File: src/tstp_pkg.sv
// Shared types, character codes and limits of the timestamp text parser.
package tstp_pkg;

	localparam int unsigned MAX_LENGTH_DEF = 256;

	typedef enum logic [8:0] {
		PH_YEAR     = 9'b000000001,
		PH_MONTH    = 9'b000000010,
		PH_DAY      = 9'b000000100,
		PH_HOUR     = 9'b000001000,
		PH_MINUTE   = 9'b000010000,
		PH_SECOND   = 9'b000100000,
		PH_FRACTION = 9'b001000000,
		PH_OFFSET   = 9'b010000000,
		PH_FAILED   = 9'b100000000
	} phase_t;

	typedef enum logic [1:0] {
		ST_VALID   = 2'd0,
		ST_BADCHAR = 2'd1,
		ST_EARLY   = 2'd2
	} status_t;

	localparam logic [7:0] CH_ZERO  = 8'h30;
	localparam logic [7:0] CH_NINE  = 8'h39;
	localparam logic [7:0] CH_T     = 8'h54;
	localparam logic [7:0] CH_Z     = 8'h5A;
	localparam logic [7:0] CH_DOT   = 8'h2E;
	localparam logic [7:0] CH_COLON = 8'h3A;
	localparam logic [7:0] CH_PLUS  = 8'h2B;
	localparam logic [7:0] CH_MINUS = 8'h2D;

	localparam logic [7:0] MONTH_MAX   = 8'd12;
	localparam logic [9:0] HOUR_MAX    = 10'd24;
	localparam logic [9:0] MIN_SEC_MAX = 10'd60;
	localparam logic [4:0] DAY_LONG    = 5'd31;
	localparam logic [4:0] DAY_SHORT   = 5'd30;
	localparam logic [4:0] DAY_FEB     = 5'd28;

	localparam logic [2:0] OFS_SHORT_LEN = 3'd4;
	localparam logic [2:0] OFS_LONG_LEN  = 3'd5;
	localparam logic [2:0] OFS_COUNT_MAX = 3'd6;
	localparam logic [2:0] OFS_SEP_IDX   = 3'd2;
	localparam logic [2:0] OFS_COLON_BIT = 3'd5;

	function automatic logic [4:0] day_limit(input logic [3:0] month, input logic [1:0] year_low);
		logic [4:0] lim;
		case (month) inside
			4'd4, 4'd6, 4'd9, 4'd11: lim = DAY_SHORT;
			4'd2: lim = DAY_FEB + {4'd0, (year_low == 2'd0)};
			default: lim = DAY_LONG;
		endcase
		return lim;
	endfunction

	function automatic logic [9:0] step10(input logic [9:0] acc, input logic has_digit,
		input logic [3:0] dig);
		logic [9:0] val;
		val = has_digit ? 10'(acc * 10'd10 + {6'd0, dig}) : {6'd0, dig};
		return val;
	endfunction

endpackage

File: src/tstp_if.sv
// Handshake channels for text characters and parsed timestamp results.
interface tstp_text_if;
	logic       valid;
	logic       ready;
	logic [7:0] text_byte;
	logic       end_of_text;

	modport source(output valid, output text_byte, output end_of_text, input ready);
	modport sink(input valid, input text_byte, input end_of_text, output ready);
endinterface

interface tstp_result_if;
	logic              valid;
	logic              ready;
	logic [15:0]       year_value;
	logic [3:0]        month_value;
	logic [4:0]        day_value;
	logic [4:0]        hour_value;
	logic [5:0]        minute_value;
	logic [5:0]        second_value;
	logic [31:0]       fraction_value;
	logic signed [7:0] offset_hours;
	logic signed [7:0] offset_minutes;
	logic [1:0]        parse_status;
	logic [7:0]        error_position;

	modport source(output valid, output year_value, output month_value, output day_value,
		output hour_value, output minute_value, output second_value, output fraction_value,
		output offset_hours, output offset_minutes, output parse_status,
		output error_position, input ready);
	modport sink(input valid, input year_value, input month_value, input day_value,
		input hour_value, input minute_value, input second_value, input fraction_value,
		input offset_hours, input offset_minutes, input parse_status,
		input error_position, output ready);
endinterface

File: src/timestamp_text_parser_unit.sv
// Streaming timestamp text parser: one character per transaction, one result per timestamp.
// The unit takes one character of a timestamp text per cycle and folds it into the
// field accumulators in the same cycle, and a new timestamp may start right after the
// last character of the previous one. The character flagged end_of_text produces one
// result transaction, visible on the result channel in the cycle after it is accepted;
// no other character produces a result. Input is held off only while a finished result
// waits in the output register and the result sink is not ready. Texts longer than
// MAX_LENGTH characters are reported as a bad character at position MAX_LENGTH - 1.
module timestamp_text_parser_unit #(
	parameter int unsigned MAX_LENGTH = tstp_pkg::MAX_LENGTH_DEF
) (
	input  logic          clk,
	input  logic          arst_n,
	tstp_text_if.sink     text,
	tstp_result_if.source result
);

	localparam int unsigned PW = $clog2(MAX_LENGTH + 1);
	localparam logic [PW-1:0] POS_LIMIT = PW'(MAX_LENGTH);
	localparam logic [7:0] LAST_POS = 8'((MAX_LENGTH - 1) % 256);

	tstp_pkg::phase_t  phase_q, phase_n;
	logic              has_digit_q, has_digit_n;
	logic [15:0]       year_q, year_n;
	logic [3:0]        month_q, month_n;
	logic [4:0]        day_q, day_n;
	logic [4:0]        hour_q, hour_n;
	logic [5:0]        minute_q, minute_n;
	logic [5:0]        second_q, second_n;
	logic [31:0]       fraction_q, fraction_n;
	logic              neg_q, neg_n;
	logic [2:0]        ocount_q, ocount_n;
	logic [6:0]        ohour_q, ohour_n;
	logic [6:0]        ominute_q, ominute_n;
	logic [PW-1:0]     pos_q, pos_n;
	tstp_pkg::status_t err_status_q, err_status_n;
	logic [7:0]        err_index_q, err_index_n;
	logic [7:0]        ostart_q, ostart_n;
	logic [5:0]        omask_q, omask_n;

	logic              res_valid_q;
	logic [15:0]       res_year_q;
	logic [3:0]        res_month_q;
	logic [4:0]        res_day_q;
	logic [4:0]        res_hour_q;
	logic [5:0]        res_minute_q;
	logic [5:0]        res_second_q;
	logic [31:0]       res_fraction_q;
	logic [7:0]        res_ohour_q;
	logic [7:0]        res_ominute_q;
	logic [1:0]        res_status_q;
	logic [7:0]        res_pos_q;

	logic [15:0]       out_year;
	logic [3:0]        out_month;
	logic [4:0]        out_day;
	logic [4:0]        out_hour;
	logic [5:0]        out_minute;
	logic [5:0]        out_second;
	logic [31:0]       out_fraction;
	logic [7:0]        out_ohour;
	logic [7:0]        out_ominute;
	logic [1:0]        out_status;
	logic [7:0]        out_pos;

	logic accept;
	logic emit;

	assign text.ready = !res_valid_q || result.ready;
	assign accept = text.valid && text.ready;
	assign emit = accept && text.end_of_text;

	always_comb begin
		logic [7:0]      c;
		logic            last;
		logic            is_digit;
		logic [3:0]      dig;
		logic            ok;
		logic [PW+7:0]   pos_ext;
		logic [7:0]      p8;
		logic [7:0]      month_cand;
		logic [8:0]      day_cand;
		logic [9:0]      time_cand;
		logic [2:0]      k;
		logic [4:0]      bad;
		logic [2:0]      first_bad;
		logic [7:0]      oh_ext;
		logic [7:0]      om_ext;

		c = text.text_byte;
		last = text.end_of_text;
		is_digit = (c >= tstp_pkg::CH_ZERO) && (c <= tstp_pkg::CH_NINE);
		dig = is_digit ? 4'(c - tstp_pkg::CH_ZERO) : 4'd0;
		pos_ext = {8'd0, pos_q};
		p8 = pos_ext[7:0];
		ok = 1'b1;
		month_cand = '0;
		day_cand = '0;
		time_cand = '0;
		k = '0;
		bad = '0;
		first_bad = '0;

		phase_n = phase_q;
		has_digit_n = has_digit_q;
		year_n = year_q;
		month_n = month_q;
		day_n = day_q;
		hour_n = hour_q;
		minute_n = minute_q;
		second_n = second_q;
		fraction_n = fraction_q;
		neg_n = neg_q;
		ocount_n = ocount_q;
		ohour_n = ohour_q;
		ominute_n = ominute_q;
		err_status_n = err_status_q;
		err_index_n = err_index_q;
		ostart_n = ostart_q;
		omask_n = omask_q;
		pos_n = (pos_q != POS_LIMIT) ? PW'(pos_q + PW'(1)) : pos_q;

		if (phase_q != tstp_pkg::PH_FAILED && pos_q == POS_LIMIT) begin
			phase_n = tstp_pkg::PH_FAILED;
			err_status_n = tstp_pkg::ST_BADCHAR;
			err_index_n = LAST_POS;
		end else begin
			unique case (phase_q)
				tstp_pkg::PH_YEAR: begin
					if (is_digit) begin
						year_n = 16'(year_q * 16'd10 + {12'd0, dig});
					end else if (c == tstp_pkg::CH_MINUS) begin
						phase_n = tstp_pkg::PH_MONTH;
					end else begin
						ok = 1'b0;
					end
				end
				tstp_pkg::PH_MONTH: begin
					if (is_digit) begin
						month_cand = 8'({4'd0, month_q} * 8'd10 + {4'd0, dig});
						month_n = month_cand[3:0];
						ok = (month_cand <= tstp_pkg::MONTH_MAX);
					end else if (c == tstp_pkg::CH_MINUS && month_q != 4'd0) begin
						phase_n = tstp_pkg::PH_DAY;
					end else begin
						ok = 1'b0;
					end
				end
				tstp_pkg::PH_DAY: begin
					if (is_digit) begin
						day_cand = 9'({4'd0, day_q} * 9'd10 + {5'd0, dig});
						day_n = day_cand[4:0];
						ok = (day_cand <= {4'd0, tstp_pkg::day_limit(month_q, year_q[1:0])});
					end else if (c == tstp_pkg::CH_T && day_q != 5'd0) begin
						phase_n = tstp_pkg::PH_HOUR;
						has_digit_n = 1'b0;
					end else begin
						ok = 1'b0;
					end
				end
				tstp_pkg::PH_HOUR: begin
					if (is_digit) begin
						time_cand = tstp_pkg::step10({5'd0, hour_q}, has_digit_q, dig);
						hour_n = time_cand[4:0];
						has_digit_n = 1'b1;
						ok = (time_cand <= tstp_pkg::HOUR_MAX);
					end else if (c == tstp_pkg::CH_COLON && has_digit_q) begin
						phase_n = tstp_pkg::PH_MINUTE;
						has_digit_n = 1'b0;
					end else begin
						ok = 1'b0;
					end
				end
				tstp_pkg::PH_MINUTE: begin
					if (is_digit) begin
						time_cand = tstp_pkg::step10({4'd0, minute_q}, has_digit_q, dig);
						minute_n = time_cand[5:0];
						has_digit_n = 1'b1;
						ok = (time_cand <= tstp_pkg::MIN_SEC_MAX);
					end else if (c == tstp_pkg::CH_COLON && has_digit_q) begin
						phase_n = tstp_pkg::PH_SECOND;
						has_digit_n = 1'b0;
					end else begin
						ok = 1'b0;
					end
				end
				tstp_pkg::PH_SECOND: begin
					if (is_digit) begin
						time_cand = tstp_pkg::step10({4'd0, second_q}, has_digit_q, dig);
						second_n = time_cand[5:0];
						has_digit_n = 1'b1;
						ok = (time_cand <= tstp_pkg::MIN_SEC_MAX);
					end else if (c == tstp_pkg::CH_DOT && has_digit_q) begin
						phase_n = tstp_pkg::PH_FRACTION;
						has_digit_n = 1'b0;
					end else begin
						ok = 1'b0;
					end
				end
				tstp_pkg::PH_FRACTION: begin
					if (is_digit) begin
						fraction_n = has_digit_q ?
							32'(fraction_q * 32'd10 + {28'd0, dig}) : {28'd0, dig};
						has_digit_n = 1'b1;
						ok = !last;
					end else if (!has_digit_q) begin
						ok = 1'b0;
					end else if (c == tstp_pkg::CH_Z) begin
						ok = last;
					end else if (c == tstp_pkg::CH_PLUS || c == tstp_pkg::CH_MINUS) begin
						neg_n = (c == tstp_pkg::CH_MINUS);
						phase_n = tstp_pkg::PH_OFFSET;
						ostart_n = p8 + 8'd1;
						ok = !last;
					end else begin
						ok = 1'b0;
					end
				end
				tstp_pkg::PH_OFFSET: begin
					if (ocount_q < tstp_pkg::OFS_COUNT_MAX) begin
						ocount_n = ocount_q + 3'd1;
					end
					k = ocount_n - 3'd1;
					if (k < tstp_pkg::OFS_LONG_LEN) begin
						if (!is_digit) begin
							omask_n[k] = 1'b1;
						end
						if (k == tstp_pkg::OFS_SEP_IDX && c == tstp_pkg::CH_COLON) begin
							omask_n[tstp_pkg::OFS_COLON_BIT] = 1'b1;
						end
						if (is_digit && k < tstp_pkg::OFS_SEP_IDX) begin
							ohour_n = 7'(ohour_q * 7'd10 + {3'd0, dig});
						end else if (is_digit) begin
							ominute_n = 7'(ominute_q * 7'd10 + {3'd0, dig});
						end
					end
				end
				tstp_pkg::PH_FAILED: begin
				end
				default: begin
				end
			endcase
		end

		if (!ok) begin
			phase_n = tstp_pkg::PH_FAILED;
			err_status_n = tstp_pkg::ST_BADCHAR;
			err_index_n = p8;
		end

		if (last) begin
			unique case (phase_n)
				tstp_pkg::PH_YEAR, tstp_pkg::PH_MONTH, tstp_pkg::PH_DAY,
				tstp_pkg::PH_HOUR, tstp_pkg::PH_MINUTE, tstp_pkg::PH_SECOND: begin
					phase_n = tstp_pkg::PH_FAILED;
					err_status_n = tstp_pkg::ST_EARLY;
					err_index_n = 8'd0;
				end
				tstp_pkg::PH_OFFSET: begin
					if (ocount_n != tstp_pkg::OFS_SHORT_LEN &&
						ocount_n != tstp_pkg::OFS_LONG_LEN) begin
						phase_n = tstp_pkg::PH_FAILED;
						err_status_n = tstp_pkg::ST_BADCHAR;
						err_index_n = p8;
					end else begin
						bad = omask_n[4:0];
						if (ocount_n == tstp_pkg::OFS_LONG_LEN) begin
							bad[tstp_pkg::OFS_SEP_IDX] = !omask_n[tstp_pkg::OFS_SEP_IDX] ||
								!omask_n[tstp_pkg::OFS_COLON_BIT];
						end else begin
							bad[4] = 1'b0;
						end
						for (int i = 4; i >= 0; i--) begin
							if (bad[i]) begin
								first_bad = 3'(i);
							end
						end
						if (|bad) begin
							phase_n = tstp_pkg::PH_FAILED;
							err_status_n = tstp_pkg::ST_BADCHAR;
							err_index_n = ostart_n + {5'd0, first_bad};
						end
					end
				end
				default: begin
				end
			endcase
		end

		oh_ext = {1'b0, ohour_n};
		om_ext = {1'b0, ominute_n};
		if (phase_n == tstp_pkg::PH_FAILED) begin
			out_year = '0;
			out_month = '0;
			out_day = '0;
			out_hour = '0;
			out_minute = '0;
			out_second = '0;
			out_fraction = '0;
			out_ohour = '0;
			out_ominute = '0;
			out_status = err_status_n;
			out_pos = (err_status_n == tstp_pkg::ST_BADCHAR) ? err_index_n : 8'd0;
		end else begin
			out_year = year_n;
			out_month = month_n;
			out_day = day_n;
			out_hour = hour_n;
			out_minute = minute_n;
			out_second = second_n;
			out_fraction = fraction_n;
			out_ohour = neg_n ? 8'(8'd0 - oh_ext) : oh_ext;
			out_ominute = neg_n ? 8'(8'd0 - om_ext) : om_ext;
			out_status = tstp_pkg::ST_VALID;
			out_pos = 8'd0;
		end

		// The last character of a timestamp leaves the parser clean for the next one.
		if (last) begin
			phase_n = tstp_pkg::PH_YEAR;
			has_digit_n = 1'b0;
			year_n = '0;
			month_n = '0;
			day_n = '0;
			hour_n = '0;
			minute_n = '0;
			second_n = '0;
			fraction_n = '0;
			neg_n = 1'b0;
			ocount_n = '0;
			ohour_n = '0;
			ominute_n = '0;
			pos_n = '0;
			err_status_n = tstp_pkg::ST_VALID;
			err_index_n = '0;
			ostart_n = '0;
			omask_n = '0;
		end
	end

	always_ff @(posedge clk or negedge arst_n) begin
		if (!arst_n) begin
			phase_q <= tstp_pkg::PH_YEAR;
			has_digit_q <= 1'b0;
			year_q <= '0;
			month_q <= '0;
			day_q <= '0;
			hour_q <= '0;
			minute_q <= '0;
			second_q <= '0;
			fraction_q <= '0;
			neg_q <= 1'b0;
			ocount_q <= '0;
			ohour_q <= '0;
			ominute_q <= '0;
			pos_q <= '0;
			err_status_q <= tstp_pkg::ST_VALID;
			err_index_q <= '0;
			ostart_q <= '0;
			omask_q <= '0;
		end else if (accept) begin
			phase_q <= phase_n;
			has_digit_q <= has_digit_n;
			year_q <= year_n;
			month_q <= month_n;
			day_q <= day_n;
			hour_q <= hour_n;
			minute_q <= minute_n;
			second_q <= second_n;
			fraction_q <= fraction_n;
			neg_q <= neg_n;
			ocount_q <= ocount_n;
			ohour_q <= ohour_n;
			ominute_q <= ominute_n;
			pos_q <= pos_n;
			err_status_q <= err_status_n;
			err_index_q <= err_index_n;
			ostart_q <= ostart_n;
			omask_q <= omask_n;
		end
	end

	always_ff @(posedge clk or negedge arst_n) begin
		if (!arst_n) begin
			res_valid_q <= 1'b0;
		end else if (emit) begin
			res_valid_q <= 1'b1;
		end else if (result.ready) begin
			res_valid_q <= 1'b0;
		end
	end

	always_ff @(posedge clk) begin
		if (emit) begin
			res_year_q <= out_year;
			res_month_q <= out_month;
			res_day_q <= out_day;
			res_hour_q <= out_hour;
			res_minute_q <= out_minute;
			res_second_q <= out_second;
			res_fraction_q <= out_fraction;
			res_ohour_q <= out_ohour;
			res_ominute_q <= out_ominute;
			res_status_q <= out_status;
			res_pos_q <= out_pos;
		end
	end

	assign result.valid = res_valid_q;
	assign result.year_value = res_year_q;
	assign result.month_value = res_month_q;
	assign result.day_value = res_day_q;
	assign result.hour_value = res_hour_q;
	assign result.minute_value = res_minute_q;
	assign result.second_value = res_second_q;
	assign result.fraction_value = res_fraction_q;
	assign result.offset_hours = res_ohour_q;
	assign result.offset_minutes = res_ominute_q;
	assign result.parse_status = res_status_q;
	assign result.error_position = res_pos_q;

	// The last character of a timestamp always yields a result transaction next cycle.
	a_last_gives_result: assert property (@(posedge clk) disable iff (!arst_n)
		text.valid && text.ready && text.end_of_text |=> result.valid)
		else $error("no result after the last character of a timestamp");

	// A failed parse reports no field values.
	a_error_clears_fields: assert property (@(posedge clk) disable iff (!arst_n)
		result.valid && result.parse_status != tstp_pkg::ST_VALID |->
		result.year_value == 16'd0 && result.month_value == 4'd0 &&
		result.day_value == 5'd0 && result.fraction_value == 32'd0 &&
		result.offset_hours == 8'sd0 && result.offset_minutes == 8'sd0)
		else $error("field values present on a failed parse");

	// Only a bad character carries a position.
	a_position_only_on_badchar: assert property (@(posedge clk) disable iff (!arst_n)
		result.valid && result.parse_status != tstp_pkg::ST_BADCHAR |->
		result.error_position == 8'd0)
		else $error("error position set without a bad character");

endmodule

File: src/flat_wrapper.sv
// flat-port wrapper written by rule: the top's interface ports become plain ports
module timestamp_text_parser_unit_flat 
#(
	parameter int unsigned MAX_LENGTH = tstp_pkg::MAX_LENGTH_DEF
)
  (clk, arst_n, text_valid, text_text_byte, text_end_of_text, text_ready, result_valid, result_year_value, result_month_value, result_day_value, result_hour_value, result_minute_value, result_second_value, result_fraction_value, result_offset_hours, result_offset_minutes, result_parse_status, result_error_position, result_ready);
  tstp_text_if text_i ();
  tstp_result_if result_i ();
  input  logic clk;
  input  logic arst_n;
  input wire logic [$bits(text_i.valid)-1:0] text_valid;
  input wire logic [$bits(text_i.text_byte)-1:0] text_text_byte;
  input wire logic [$bits(text_i.end_of_text)-1:0] text_end_of_text;
  output wire logic [$bits(text_i.ready)-1:0] text_ready;
  output wire logic [$bits(result_i.valid)-1:0] result_valid;
  output wire logic [$bits(result_i.year_value)-1:0] result_year_value;
  output wire logic [$bits(result_i.month_value)-1:0] result_month_value;
  output wire logic [$bits(result_i.day_value)-1:0] result_day_value;
  output wire logic [$bits(result_i.hour_value)-1:0] result_hour_value;
  output wire logic [$bits(result_i.minute_value)-1:0] result_minute_value;
  output wire logic [$bits(result_i.second_value)-1:0] result_second_value;
  output wire logic [$bits(result_i.fraction_value)-1:0] result_fraction_value;
  output wire logic [$bits(result_i.offset_hours)-1:0] result_offset_hours;
  output wire logic [$bits(result_i.offset_minutes)-1:0] result_offset_minutes;
  output wire logic [$bits(result_i.parse_status)-1:0] result_parse_status;
  output wire logic [$bits(result_i.error_position)-1:0] result_error_position;
  input wire logic [$bits(result_i.ready)-1:0] result_ready;
  assign text_i.valid = text_valid;
  assign text_i.text_byte = text_text_byte;
  assign text_i.end_of_text = text_end_of_text;
  assign text_ready = text_i.ready;
  assign result_valid = result_i.valid;
  assign result_year_value = result_i.year_value;
  assign result_month_value = result_i.month_value;
  assign result_day_value = result_i.day_value;
  assign result_hour_value = result_i.hour_value;
  assign result_minute_value = result_i.minute_value;
  assign result_second_value = result_i.second_value;
  assign result_fraction_value = result_i.fraction_value;
  assign result_offset_hours = result_i.offset_hours;
  assign result_offset_minutes = result_i.offset_minutes;
  assign result_parse_status = result_i.parse_status;
  assign result_error_position = result_i.error_position;
  assign result_i.ready = result_ready;
  timestamp_text_parser_unit #(.MAX_LENGTH(MAX_LENGTH)) u_core (.clk(clk), .arst_n(arst_n), .text(text_i), .result(result_i));
endmodule
File: config.mk
export PLATFORM = sky130hd
export DESIGN_NAME = timestamp_text_parser_unit_flat
export DESIGN_NICKNAME = d
export VERILOG_FILES = /design/src/tstp_pkg.sv /design/src/tstp_if.sv /design/src/timestamp_text_parser_unit.sv /design/src/flat_wrapper.sv
export SDC_FILE = /design/constraint.sdc
export NUM_CORES = 1
export LEC_CHECK = 0
export BUFFER_PORTS_ARGS = -buffer_cell sky130_fd_sc_hd__buf_2
export CORE_UTILIZATION = 57
export CTS_CLUSTER_DIAMETER = 150
export DETAILED_ROUTE_END_ITERATION = 10
export MAX_ROUTING_LAYER = met4
export PLACE_DENSITY = 0.76
export SYNTH_ARGS = -nofsm -noshare
export SYNTH_HDL_FRONTEND = slang
export SYNTH_SLANG_ARGS = --single-unit
File: constraint.sdc
create_clock -name clk -period 4.4 [get_ports clk]
set_input_delay 0.88 -clock clk [delete_from_list [all_inputs] [get_ports clk]]
set_output_delay 0.88 -clock clk [all_outputs]
set_load 0.05 [all_outputs]
# Word level (Yosys, flattened, before mapping)
# Index checks and enable logic that the tools add are counted.
totals:
  register_bits: 236
  input_bits: 13
  out_inout_bits: 102
  wordCells: 311
classes:
  add_sub_neg: 18
  n_mul: 9
  magnitude_cmp: 12
  eq_ne: 41
  n_mux: 164
  bitwise: 2
  reduce_logical: 33
ops:
  columns: ["operator", "count"]
  rows:
  - ["$mux 9", 24]
  - ["$mux 32", 5]
  - ["$mux 8", 13]
  - ["$mux 7", 13]
  - ["$mux 6", 13]
  - ["$mux 5", 13]
  - ["$mux 16", 4]
  - ["$pmux 9 s7", 1]
  - ["$mux 1", 44]
  - ["$mux 3", 14]
  - ["$add 32x4->32", 1]
  - ["$eq 8x6->1 const B", 4]
  - ["$mul 32x3->31 const B", 1]
  - ["$mux 10", 3]
  - ["$add 10x4->10", 2]
  - ["$le 10x6->1 const B", 2]
  - ["$mux 4", 5]
  - ["$eq 9x1->1 const B", 2]
  - ["$eq 9x2->1 const B", 2]
  - ["$eq 9x3->1 const B", 2]
  - ["$eq 9x4->1 const B", 2]
  - ["$eq 9x5->1 const B", 2]
  - ["$eq 9x6->1 const B", 2]
  - ["$eq 9x8->1 const B", 2]
  - ["other kinds (64)", 103]

# Logic depth before layout (Yosys ltp)
logic_depth:
  depth_word: 33
  depth_mapped: 25
  mapped_depth_nobuf: 24

# Least setup slack after synthesis
# No wires, ideal clock.
synth_path:
  path_type: "input to register"
  startpoint: "input text_text_byte[7]"
  endpoint: "register u_core.res_pos_q[6] (netlist: u_core.result.error_position[6]), data pin"
  setup_time_ps: 264
  t_arrival_ps: 4965
  required_time_ps: 4136
  setup_slack_ps: -829
  path_stages: 19
  path_buffers: 5
  cell_sequence: "nor4bb_1 > buf_2 > buf_4 > nand2_1 > clkbuf_1 > nor2_1 > ha_1 > ha_1 > nor2b_1 > o21a_1 > a311o_1 > a211oi_1 > or4b_1 > buf_2 > nor2_2 > buf_4 > a2111oi_1 > a211oi_4 > a21boi_1"
synth_via:
  elab_chain_len: 24
  elab_cells_between_ends: 122
  cone_classes: "add/sub (6); order compare (7); eq/ne (15); mux (81); reduce/logical (13)"
synth_rtl:
  columns: ["element", "line_no", "source"]
  rows:
  - ["start: declaration", "flat_wrapper.sv:12", "input wire logic [$bits(text_i.text_byte)-1:0] text_text_byte;"]
  - ["parallel branches: the longest is 24 deep, another holds $add 10x4->10", null, null]
  - ["end signal: assignment", "timestamp_text_parser_unit.sv:405", "res_pos_q <= out_pos;"]
  - ["end: declaration", "timestamp_text_parser_unit.sv:52", "logic [7:0] res_pos_q;"]
# Parallel ways; which one is timed is not known. The select of a mux whose other input is x is not followed.
# A chain may end at the register's enable or synchronous reset.

# Worst setup path in the final report
layout_path:
  startpoint: "register u_core.ocount_q[1]"
  endpoint: "register u_core.res_pos_q[6] (netlist: u_core.result.error_position[6]), data pin"
layout_via:
  elab_chain_len: 32
  elab_cells_between_ends: 62
  cone_classes: "add/sub (3); order compare (4); eq/ne (6); mux (40); bitwise (1); reduce/logical (8)"
layout_rtl:
  columns: ["element", "line_no", "source"]
  rows:
  - ["start: declaration", "timestamp_text_parser_unit.sv:32", "logic [2:0] ocount_q, ocount_n;"]
  - ["start signal: assignment", "timestamp_text_parser_unit.sv:372", "ocount_q <= ocount_n;"]
  - ["$add 3x1->3 / $lt 3x3->1 (equally long branches)", "timestamp_text_parser_unit.sv:221, timestamp_text_parser_unit.sv:220", null]
  - ["$mux 3", "timestamp_text_parser_unit.sv:220", "if (ocount_q < tstp_pkg::OFS_COUNT_MAX) begin"]
  - ["$mux 3", "timestamp_text_parser_unit.sv:128", "unique case (phase_q)"]
  - ["$mux 3", "timestamp_text_parser_unit.sv:123", "if (phase_q != tstp_pkg::PH_FAILED && pos_q == POS_LIMIT) begin"]
  - ["$sub 3x1->3", "timestamp_text_parser_unit.sv:223", "k = ocount_n - 3'd1;"]
  - ["$lt 3x4->1 (not written as such) / $ge 3x1->1 (equally long branches)", "timestamp_text_parser_unit.sv:226", "omask_n[k] = 1'b1;"]
  - ["$logic_and 1x1->1 (not written as such)", "timestamp_text_parser_unit.sv:226", null]
  - ["$mux 1 (not written as such)", "timestamp_text_parser_unit.sv:226", null]
  - ["[16 not listed]", null, null]
  - ["$mux 3", "timestamp_text_parser_unit.sv:260", "if (ocount_n != tstp_pkg::OFS_SHORT_LEN &&"]
  - ["$mux 3", "timestamp_text_parser_unit.sv:252", "unique case (phase_n)"]
  - ["$mux 3", "timestamp_text_parser_unit.sv:251", "if (last) begin"]
  - ["$add 8x3->8", "timestamp_text_parser_unit.sv:281", "err_index_n = ostart_n + {5'd0, first_bad};"]
  - ["$mux 8", "timestamp_text_parser_unit.sv:278", "if (|bad) begin"]
  - ["$mux 8", "timestamp_text_parser_unit.sv:260", null]
  - ["$pmux 8 s2", "timestamp_text_parser_unit.sv:252", null]
  - ["$mux 8", "timestamp_text_parser_unit.sv:251", null]
# Several ways; a longest one is shown, not always the timed one. The select of a mux whose other input is x is not followed.

==> run summary <==
status - complete, no violations
power density cells - 291 mW/mm²
worst slew pin tran - 0.961 ns
placed cell areas - 0.0218 mm²
#FFs+latches synth - 236
Worst VDD drop - 0.349 mV
dpl ws - -0.537 ns
Setup-failing EPs final - 0
via count - 17931
Die H - 184 µm
drt pass-1 iters - 7
Yosys warning count - 0
Post-route DRC - 0
dominant cell by count in the synthesized netlist - nand2_1
hold_ws - 0.361 ns
Post-synth EDFFs - 100
Syn Inst Count - 2097
CTS Sinks - 236
LEAKAGE - 9.99 nW
Post-Syn Area - 0.0189 mm²
first-pass GRT wire length - 90500 µm
Post-Syn Nets - 2278
Cell variety after synth - 113
Arr. time, crit path - 4.67 ns
hold buffer count at cts - 0
clock slew at reported path FFs - 0.06 ns
Clk Latency, worst-skew pair - 0.57 ns
RSZ-0062 raised after global routing - yes
H-tree depth - 1
average wire per cell in the routed design - 19.8 µm
Iteration-0 DRC Markers - 1332
DP HPWL - 41600 µm
nets - 2578
HP Class - in2async
Seq pwr share - 36.9%
CTS Buffer Depth - 3
PortBufs - 114
Synth top area share - 17.9%
ANT nets after route - 0
diode count - 0
ranking of synthesized cells by area - dfrtp_1 (18%), edfxtp_1 (16%), ha_1 (10%)
Critical Path Max Stage Delay - 0.42 ns
Placed Cells incl. Taps - 2795
Initial Util - 58.0%
total congestion overflow - 0
CP startpoint kind - flip-flop
clk_skew - 0.0123 ns
Avg Synthesized Cell Area - 9.02 µm²
minimum clock period - 4.36 ns
max cap viols - 0
endpoint class of the critical path - flip-flop
initial antenna violation count - 0
asr flop ratio synth - 57.6%
Combinational Power Share - 27.9%
Total Wirelength - 56700 µm
Root Driver - clkbuf_16
Critical Setup Path Class - reg2reg
power share of the clock group - 35.2%
largest area contributor in the netlist - dfrtp_1
Syn-to-layout area delta - 21.9%
I/O pins - 115
internal cell power - 4.51 mW
Seq/Total Area, Yosys - 33.9%
TritonCTS clock tree - yes
Core ar. - 0.0326 mm²
Max Slew Vio Count - 0
vias in the first global route - 17580
Tcrit/Tclk final - 99.0%
worst setup margin - 0.0421 ns
Non-Filler Instances - 2860
peak fanout along the critical path - 3
CP required - 4.71 ns
fin util - 70.7%
share of cells above drive strength 1 - 24.2%
fmax - 229 MHz
Slowest-stage cell, CP - dfrtp_1
largest net degree at the start of global routing - 93
Synth top cells by count - nand2_1 (225), nor2_1 (180), o21ai_0 (159), ha_1 (157), dfrtp_1 (135)
overall routing resource usage - 34.5%
Synth Flop Type - dfrtp_1
endpoints failing hold - 0
Slew headroom - 36.0%
switching pwr - 2.20 mW
clock buffer count from CTS - 28
RD Place Congestion - 0.987
vias per cell - 6.27
row count - 66
sw frac - 32.8%
Die Width - 184 µm
Finished Cell Area - 0.0230 mm²
FILL cells - 2476
DIE AREA - 0.0339 mm²
final timing paths:
path	start	slack, ns	depth (start not counted)	to
min in group clk	u_core.ostart_q[7]$_DFFE_PN0P_	0.47	2	u_core.ostart_q[7]$_DFFE_PN0P_
max in group asynchronous	arst_n	3.26	2	u_core.fraction_q[13]$_DFFE_PN0P_
worst min register to register	u_core.ostart_q[7]$_DFFE_PN0P_	0.47	2	u_core.ostart_q[7]$_DFFE_PN0P_
worst min-delay path	arst_n	0.36	1	u_core.day_q[2]$_DFFE_PN0P_
worst max register to register	u_core.ocount_q[1]$_DFFE_PN0P_	0.04	25	u_core.result.error_position[6]$_SDFFCE_PN0P_
worst max-delay path	u_core.ocount_q[1]$_DFFE_PN0P_	0.04	25	u_core.result.error_position[6]$_SDFFCE_PN0P_
cell usage in the layout, fill, tap and decap left out, types with 27 or more instances in the layout:
master and count:
nor3_1 39, a31oi_1 30, a21oi_2 27, ha_1 151
o21ai_0 156, xnor2_1 69, buf_4 256, xor2_1 51
a21oi_1 95, nand3_1 49, mux2i_1 27, clkbuf_16 30
nor2b_1 33, dfrtp_1 135, nor2_1 176, edfxtp_1 100
a21o_1 27, nand2_1 221, buf_2 113, inv_1 56
registers in the layout, summed over array words and instances, names as in the netlist, 9 cells and up:
signal                        flops
u_core.result.year_value         16
u_core.result.fraction_value     32
u_core.fraction_q                32
u_core.phase_q                    9
u_core.year_q                    16
u_core.pos_q                      9
power by group through the flow:
stage	clock network [mW]	logic, mW	registers [mW]
after detailed placement	0	1.81	2.51
after floorplan	0	1.05	2.66
after global placement	0	1.79	2.51
after CTS	2.39	1.83	2.47
after global routing	2.47	1.99	2.48
final	2.36	1.87	2.47
per-layer routing:
layer  global-route usage, %  vias up  part of all wire [%]  wire, µm
met5                       -        -                     0         0
met4                    14.8        0                   4.4      2520
met3                    3.56      152                   5.3      2980
met2                    58.6      606                    49     27800
met1                    41.8     8772                    41     23400
li1                        -     8401                     -         -
worst max-delay path: cells and delay by family, from the launching register on:
kind | cells | cell delay, ns
fa+ha+maj | 3 | 0.74
flops | 1 | 0.42
simple gates | 8 | 1.17
compound gates | 7 | 0.93
xor+xnor | 3 | 0.50
buf+inv | 4 | 0.33
cells by family after synthesis:
kind of cell	synth area share (%)
adders and majority gates	11.8
muxes	1.91
buffers and inverters	4.08
xor gates and xnor gates	5.98
AOI/OAI and AO/OA	22.6
and+or+nand+nor	19.8
DFF	33.9
area by class of cell:
type | instances | area (µm²) | area share (%)
repair buffers | 382 | 2720 | 11.8
inverters | 63 | 239 | 1.04
flip-flops and latches | 236 | 6410 | 27.8
multi-input cells | 1686 | 12200 | 52.9
well taps | 442 | 553 | 2.40
clock inverters | 14 | 128 | 0.554
clock buffers | 37 | 807 | 3.50
stage by stage:
stage	TNS [ns]	power [mW]
final	0	6.70
after global routing	-0.274	6.94
after CTS	0	6.70
after detailed placement	-41.55	4.33
after global placement	-25.71	4.30
after floorplan	-7.99	3.71
repair_timing:
action / 4_1_cts / 5_1_grt
resized for setup: 12 / 39
buffers inserted: 6 / 8
endpoints found under the setup margin: 1 / 106
gates cloned: 0 / 0
hold endpoints to repair: 0 / 0
pin swaps: 12 / 19
No activity file was read; power rests on OpenSTA's default activity.
